**src/rtl/nearest_palette_color_assert.svh**
```systemverilog
// ----------------------------------------------------------------------------
// nearest_palette_color assertion macros
// Shared property forms for the palette search checks.
// ----------------------------------------------------------------------------
`ifndef NEAREST_PALETTE_COLOR_ASSERT_SVH
`define NEAREST_PALETTE_COLOR_ASSERT_SVH

// condition holds at every edge out of reset
`define NPC_ASSERT_ALWAYS(lbl, cond) \
  lbl: assert property (@(posedge clk) disable iff (rst) (cond)) \
    else $error("palette search check failed");

// antecedent implies consequent on the next edge
`define NPC_ASSERT_NEXT(lbl, ante, cons) \
  lbl: assert property (@(posedge clk) disable iff (rst) (ante) |=> (cons)) \
    else $error("palette search sequence check failed");

`endif

```
**src/rtl/npc_pkg.sv**
```systemverilog
`timescale 1ns / 1ps
// ----------------------------------------------------------------------------
// npc_pkg
// Types, channel levels and the palette contents as level codes.
// ----------------------------------------------------------------------------
package npc_pkg;

  localparam int ROM_DEPTH  = 256;
  localparam int TREE_DEPTH = 8;
  localparam int STD_COUNT  = 16;
  localparam int CUBE_SIDE  = 6;
  localparam int CUBE_END   = 232;
  localparam int LEVELS     = 8;
  localparam int DIST_W     = 18;

  typedef logic [7:0]        chan_t;
  typedef logic [2:0]        code_t;
  typedef logic [15:0]       sq_t;
  typedef logic [DIST_W-1:0] dist_t;
  typedef logic [7:0]        idx_t;

  typedef sq_t   [LEVELS-1:0] lvl_sq_t;
  typedef lvl_sq_t [2:0]      pix_sq_t;

  typedef struct packed {
    code_t r;
    code_t g;
    code_t b;
  } entry_code_t;

  // every channel value used anywhere in the palette
  localparam chan_t LEVEL [LEVELS] = '{
    8'd0, 8'd51, 8'd85, 8'd102, 8'd153, 8'd170, 8'd204, 8'd255
  };

  localparam code_t L_0   = 3'd0;
  localparam code_t L_85  = 3'd2;
  localparam code_t L_170 = 3'd5;
  localparam code_t L_255 = 3'd7;

  localparam entry_code_t STD_CODES [STD_COUNT] = '{
    '{L_0,   L_0,   L_0},   '{L_0,   L_0,   L_170},
    '{L_0,   L_170, L_0},   '{L_0,   L_170, L_170},
    '{L_170, L_0,   L_0},   '{L_170, L_0,   L_170},
    '{L_170, L_85,  L_0},   '{L_170, L_170, L_170},
    '{L_85,  L_85,  L_85},  '{L_85,  L_85,  L_255},
    '{L_85,  L_255, L_85},  '{L_85,  L_255, L_255},
    '{L_255, L_85,  L_85},  '{L_255, L_85,  L_255},
    '{L_255, L_255, L_85},  '{L_255, L_255, L_255}
  };

  // cube steps 0, 51, 102, 153, 204, 255
  localparam code_t CUBE_CODES [CUBE_SIDE] = '{
    3'd0, 3'd1, 3'd3, 3'd4, 3'd6, 3'd7
  };

  function automatic entry_code_t entry_code(input int unsigned idx);
    entry_code_t c;
    int unsigned n;
    c = '{L_0, L_0, L_0};
    n = STD_COUNT;
    if (idx < STD_COUNT) begin
      c = STD_CODES[idx];
    end else begin
      for (int r = 0; r < CUBE_SIDE; r++) begin
        for (int g = 0; g < CUBE_SIDE; g++) begin
          for (int b = 0; b < CUBE_SIDE; b++) begin
            if (n == idx) begin
              c = '{CUBE_CODES[r], CUBE_CODES[g], CUBE_CODES[b]};
            end
            n++;
          end
        end
      end
    end
    return c;
  endfunction

endpackage

```
**src/rtl/npc_sqdiff.sv**
```systemverilog
`timescale 1ns / 1ps
// ----------------------------------------------------------------------------
// npc_sqdiff
// Registers the pixel, then the squared distance of each channel to every
// palette level.
// ----------------------------------------------------------------------------
module npc_sqdiff (
  input  logic             clk,
  input  logic             en,
  input  npc_pkg::chan_t   red,
  input  npc_pkg::chan_t   green,
  input  npc_pkg::chan_t   blue,
  output npc_pkg::pix_sq_t sq
);
  import npc_pkg::*;

  chan_t   px [3];
  chan_t   df [3][LEVELS];
  pix_sq_t sq_next;

  always_ff @(posedge clk) begin
    if (en) begin
      px[0] <= red;
      px[1] <= green;
      px[2] <= blue;
      sq    <= sq_next;
    end
  end

  always_comb begin
    for (int c = 0; c < 3; c++) begin
      for (int l = 0; l < LEVELS; l++) begin
        df[c][l] = (px[c] >= LEVEL[l]) ? (px[c] - LEVEL[l]) : (LEVEL[l] - px[c]);
        sq_next[c][l] = sq_t'(16'(df[c][l]) * 16'(df[c][l]));
      end
    end
  end

endmodule

```
**config.mk**
```make
export PLATFORM = sky130hd
export DESIGN_NAME = npc_sqdiff
export DESIGN_NICKNAME = d
export VERILOG_FILES = /design/src/rtl/nearest_palette_color_assert.svh /design/src/rtl/npc_pkg.sv /design/src/rtl/npc_sqdiff.sv
export SDC_FILE = /design/constraint.sdc
export NUM_CORES = 2
export LEC_CHECK = 0
export BUFFER_PORTS_ARGS = -buffer_cell sky130_fd_sc_hd__buf_2
export CAP_MARGIN = 15
export CORE_ASPECT_RATIO = 2
export CORE_MARGIN = 8
export CORE_UTILIZATION = 55
export DETAILED_ROUTE_END_ITERATION = 16
export PLACE_DENSITY = 0.74
export SLEW_MARGIN = 20
export SYNTH_ARGS = -nofsm -noshare
export SYNTH_HDL_FRONTEND = slang
export SYNTH_SLANG_ARGS = --single-unit
```
**constraint.sdc**
```tcl
create_clock -name clk -period 20.5 [get_ports clk]
set_input_delay 3.075 -clock clk [delete_from_list [all_inputs] [get_ports clk]]
set_output_delay 3.075 -clock clk [all_outputs]
set_load 0.01 [all_outputs]
```
Yosys cells after proc, flatten, opt, wreduce, memory -nomap -nowiden
Memories as Yosys holds them, arrays and structs flattened.
Cells that the tools add are included.
{"block": "word_totals", "ramBits": 24, "reg_bits": 384, "elab_cells": 144, "n_memories": 1}
{"block": "op_classes", "muxes": 26, "n_addsub": 45, "n_mul": 24, "order_cmp": 24}
{"name": "px", "words": 3, "width": 8, "rd": 3, "rd_ports_with_merged_regs": 0, "wr": 3, "line": "npc_sqdiff.sv:17", "text": "chan_t px [3];"}
{"cell": "multiplier 8 x 8 -> 16 bit", "n": 24}
{"cell": "2-to-1 mux 8 bit", "n": 24}
{"cell": ">= comparator 8 bit (second input constant)", "n": 12}
{"cell": "subtractor 8 bit (first input constant)", "n": 12}
{"cell": "subtractor 8 bit (second input constant)", "n": 12}
{"cell": ">= comparator 8 x 7 -> 1 bit (second input constant)", "n": 6}
{"cell": "subtractor 7 x 8 -> 8 bit (first input constant)", "n": 6}
{"cell": "subtractor 8 x 7 -> 8 bit (second input constant)", "n": 6}
{"cell": ">= comparator 8 x 1 -> 1 bit (second input constant)", "n": 3}
{"cell": ">= comparator 8 x 6 -> 1 bit (second input constant)", "n": 3}
{"cell": "subtractor 1 x 8 -> 8 bit (first input constant)", "n": 3}
{"cell": "subtractor 6 x 8 -> 8 bit (first input constant)", "n": 3}
{"cell": "subtractor 8 x 6 -> 8 bit (second input constant)", "n": 3}
{"cell": "2-to-1 mux 1 bit", "n": 2}

Depth between registers and ports, before layout
{"block": "depth", "word_depth": 3, "mapped_depth": 27, "depth_no_buf": 24}

Least setup slack after synthesis
No wires, ideal clock.
{"block": "synth_timing", "kind": "register -> register", "start": "memory px[0][8] (netlist bit)", "end": "register sq[175] (netlist bit), data pin", "required_time_ns": 20.232, "t_arrival_ns": 6.202, "synth_period_minus_slack_ns": 6.470, "slack_ns": 14.030, "path_stages_with_launch": 25, "cell_sequence": "edfxtp_1 inv_1 clkbuf_1 buf_1 ha_1 nand2b_1 a211oi_2 o21ai_1 mux2i_1 inv_1 or2_2 fa_1 inv_1 fa_1 fa_1 inv_1 fa_1 inv_1 ha_1 nor3_1 o21ai_0 nand2_1 o21ai_0 a21oi_1 xnor3_1"}
{"element": "start, declared", "line": "npc_sqdiff.sv:17"}
{"element": "end signal, assigned", "line": "npc_sqdiff.sv:26", "text": "sq <= sq_next;"}
{"element": "end, declared", "line": "npc_sqdiff.sv:13", "text": "output npc_pkg::pix_sq_t sq"}

==> run summary <==
outcome: completed
CP Capture Type: flip-flop
RSZ-0062 raised after global routing: false
dpl ws: 12.75 ns
DPL Wire Length: 102000 um
Final min period: 7.59 ns
Area after DPL: 57800 um2
Seq/Total Area, Yosys: 19.9%
Via density: 5.49
first-pass GRT wire length: 216000 um
Crit Path Category: flip-flop to flip-flop
routed len/inst: 17.2 um
die area: 111000 um2
#FFs+latches synth: 363
I/O pins: 410
Synth cell types: 105
core area: 99300 um2
H-Tree Depth: 2
clock buffer depth: 3
Initial Util: 55.2%
Final setup viols: 0
Area growth syn-to-layout: 7.75%
IO buf count: 385
Final Cycle Share: 37.0%
number of synthesized flops with an enable pin: 363
fmax: 0.132 GHz
number of global-route vias before repair: 43300
Vias: 41100
TNS Setup: 0 ns
Post-Syn Instances: 5830
Worst slew margin: 27.4%
top-area cell type share of the netlist area: 22.0%
final WL: 129000 um
Post-DRT Antenna Nets: 0
Max-cap violations: 0
antenna violations before repair: 4
drt initial violations: 2773
FP Rows: 164
final instance area: 59000 um2
Max stage delay on crit path: 0.96 ns
CP Data Required Time: 20.85 ns
clock sinks: 363
worst-margin pin slew: 1.09 ns
Worst path slowest cell: edfxtp_1
total gr overflow: 0
largest area contributor in the netlist: fa_1
die height: 462 um
# DRC: 0
setup ws final: 12.91 ns
Yosys Warn Count: 0
worst-skew pair later-pin latency: 0.63 ns
cells along the critical path: clkinv_1 > ha_1 > nand2b_1 > a211oi_4 > nor2_1 > mux2i_1 > xnor2_1 > nor2_1 > fa_1 > fa_1 > ha_1 > inv_1 > fa_1 > inv_1 > ha_1 > a21o_1 > a211oi_1 > nor2_1 > o41ai_1 > o21ai_0 > xor2_1
Critical Path Source Type: flip-flop
Pins Over Slew Limit: 0
clock root cell: clkbuf_16
crit-path max FO: 24
Post-CTS Setup Bufs: 0
WP data arrival: 7.94 ns
cts-stage hold buffer count: 0
delay-heaviest family, CP: adder cells
pin count of the biggest net entering global routing: 108
ys async rst share: 0%
CTS resizes: 0
gr usage total: 23.4%
RePlAce Congestion: 0.902
syn avg cell area: 9.40 um2
Bufs and invs on worst path: 3
fin nets: 7521
CTS tree: yes
Worst Hold Class: flip-flop to flip-flop
drt first pass iters: 6
Synth Cell Area: 54800 um2
CTS clk-pin slew, worst paths: 0.07 ns
skew final: 0.0405 ns
final core utilization: 59.4%
Fin. Hold Viols: 0
ys flop type: edfxtp_1
Synth area leaders: fa_1 22%, edfxtp_1 20%, ha_1 17%
Num CTS Buffers: 39
die width: 239 um
ratio of cells with drive above 1 in the final layout: 10.7%
synth_stat cells (all sizes together), types with 46 or more instances:
cell type / number
a21o: 80
a21oi: 245
buf: 123
clkbuf: 71
edfxtp: 363
fa: 603
ha: 759
inv: 1078
mux2i: 56
nand2: 265
nand2b: 93
nand3: 46
nor2: 691
nor3: 137
o21ai: 168
or2: 55
xnor2: 354
xor2: 99
registers in the layout, indices dropped and copies added, names as in the netlist:
name / count
sq: 339
px: 24
routing by layer:
metal,global-route usage (%),routed length (um),up-vias
li1,-,-,19600
met1,32.7,58400,20000
met2,37.3,58400,1297
met3,3.58,8770,193
met4,6.67,3280,0
met5,0,0,-
cell type report:
| type | instances | area, um2 |
|---|---|---|
| diodes | 4 | 10.0 |
| clock buffers | 40 | 980 |
| multi-input cells | 4218 | 38900 |
| flip-flops and latches | 363 | 10900 |
| fillers | 8667 | 40300 |
| inverters | 1088 | 4080 |
| clock inverters | 28 | 280 |
| repair buffers | 423 | 2220 |
| well taps | 1328 | 1660 |
placed cells by master, fill, tap and decap left out, types with 25 or more instances in the layout:
cell type,instances
a31o_2,27
nor2b_1,41
o21bai_1,30
conb_1,34
nand3_1,46
edfxtp_1,363
nand4_1,28
a211oi_1,39
nor3_1,134
clkbuf_16,39
a21o_1,80
a21oi_1,243
nor2_1,687
xnor2_1,335
and3_1,35
nand2b_1,93
fa_1,603
o21ai_0,143
buf_2,384
xor2_1,99
inv_1,1067
mux2i_1,54
buf_4,38
nand2_1,262
or2_2,48
a31oi_1,25
o211ai_1,38
ha_1,759
worst paths after layout:
path / startpoint / endpoint / depth (start not counted) / slack (ns)
min: px[0][0] / sq[0] / 1 / 0.84
max: px[0][17] / sq[335] / 21 / 12.91
max reg2reg: px[0][17] / sq[335] / 21 / 12.91
min reg2reg: px[0][0] / sq[0] / 1 / 0.84
metrics by stage:
stage	hold WS, ns	cells
2_1_floorplan	0.611	5863
3_3_place_gp	0.814	7420
3_5_place_dp	0.833	7420
4_1_cts	0.852	7488
5_1_grt	0.860	7489
6_report	0.839	7492
cell families after synthesis:
group / share of synthesized area (%)
xor+xnor: 7.59
mux: 1.46
buf+inv: 9.34
other cells: 0.00685
fa+ha+maj: 39.4
flops: 19.9
simple gates: 12.2
compound gates: 10.1
Power is left out: the tool's default activity adds up to more than one toggle a clock period on the data nets, which glitch-free logic cannot reach.
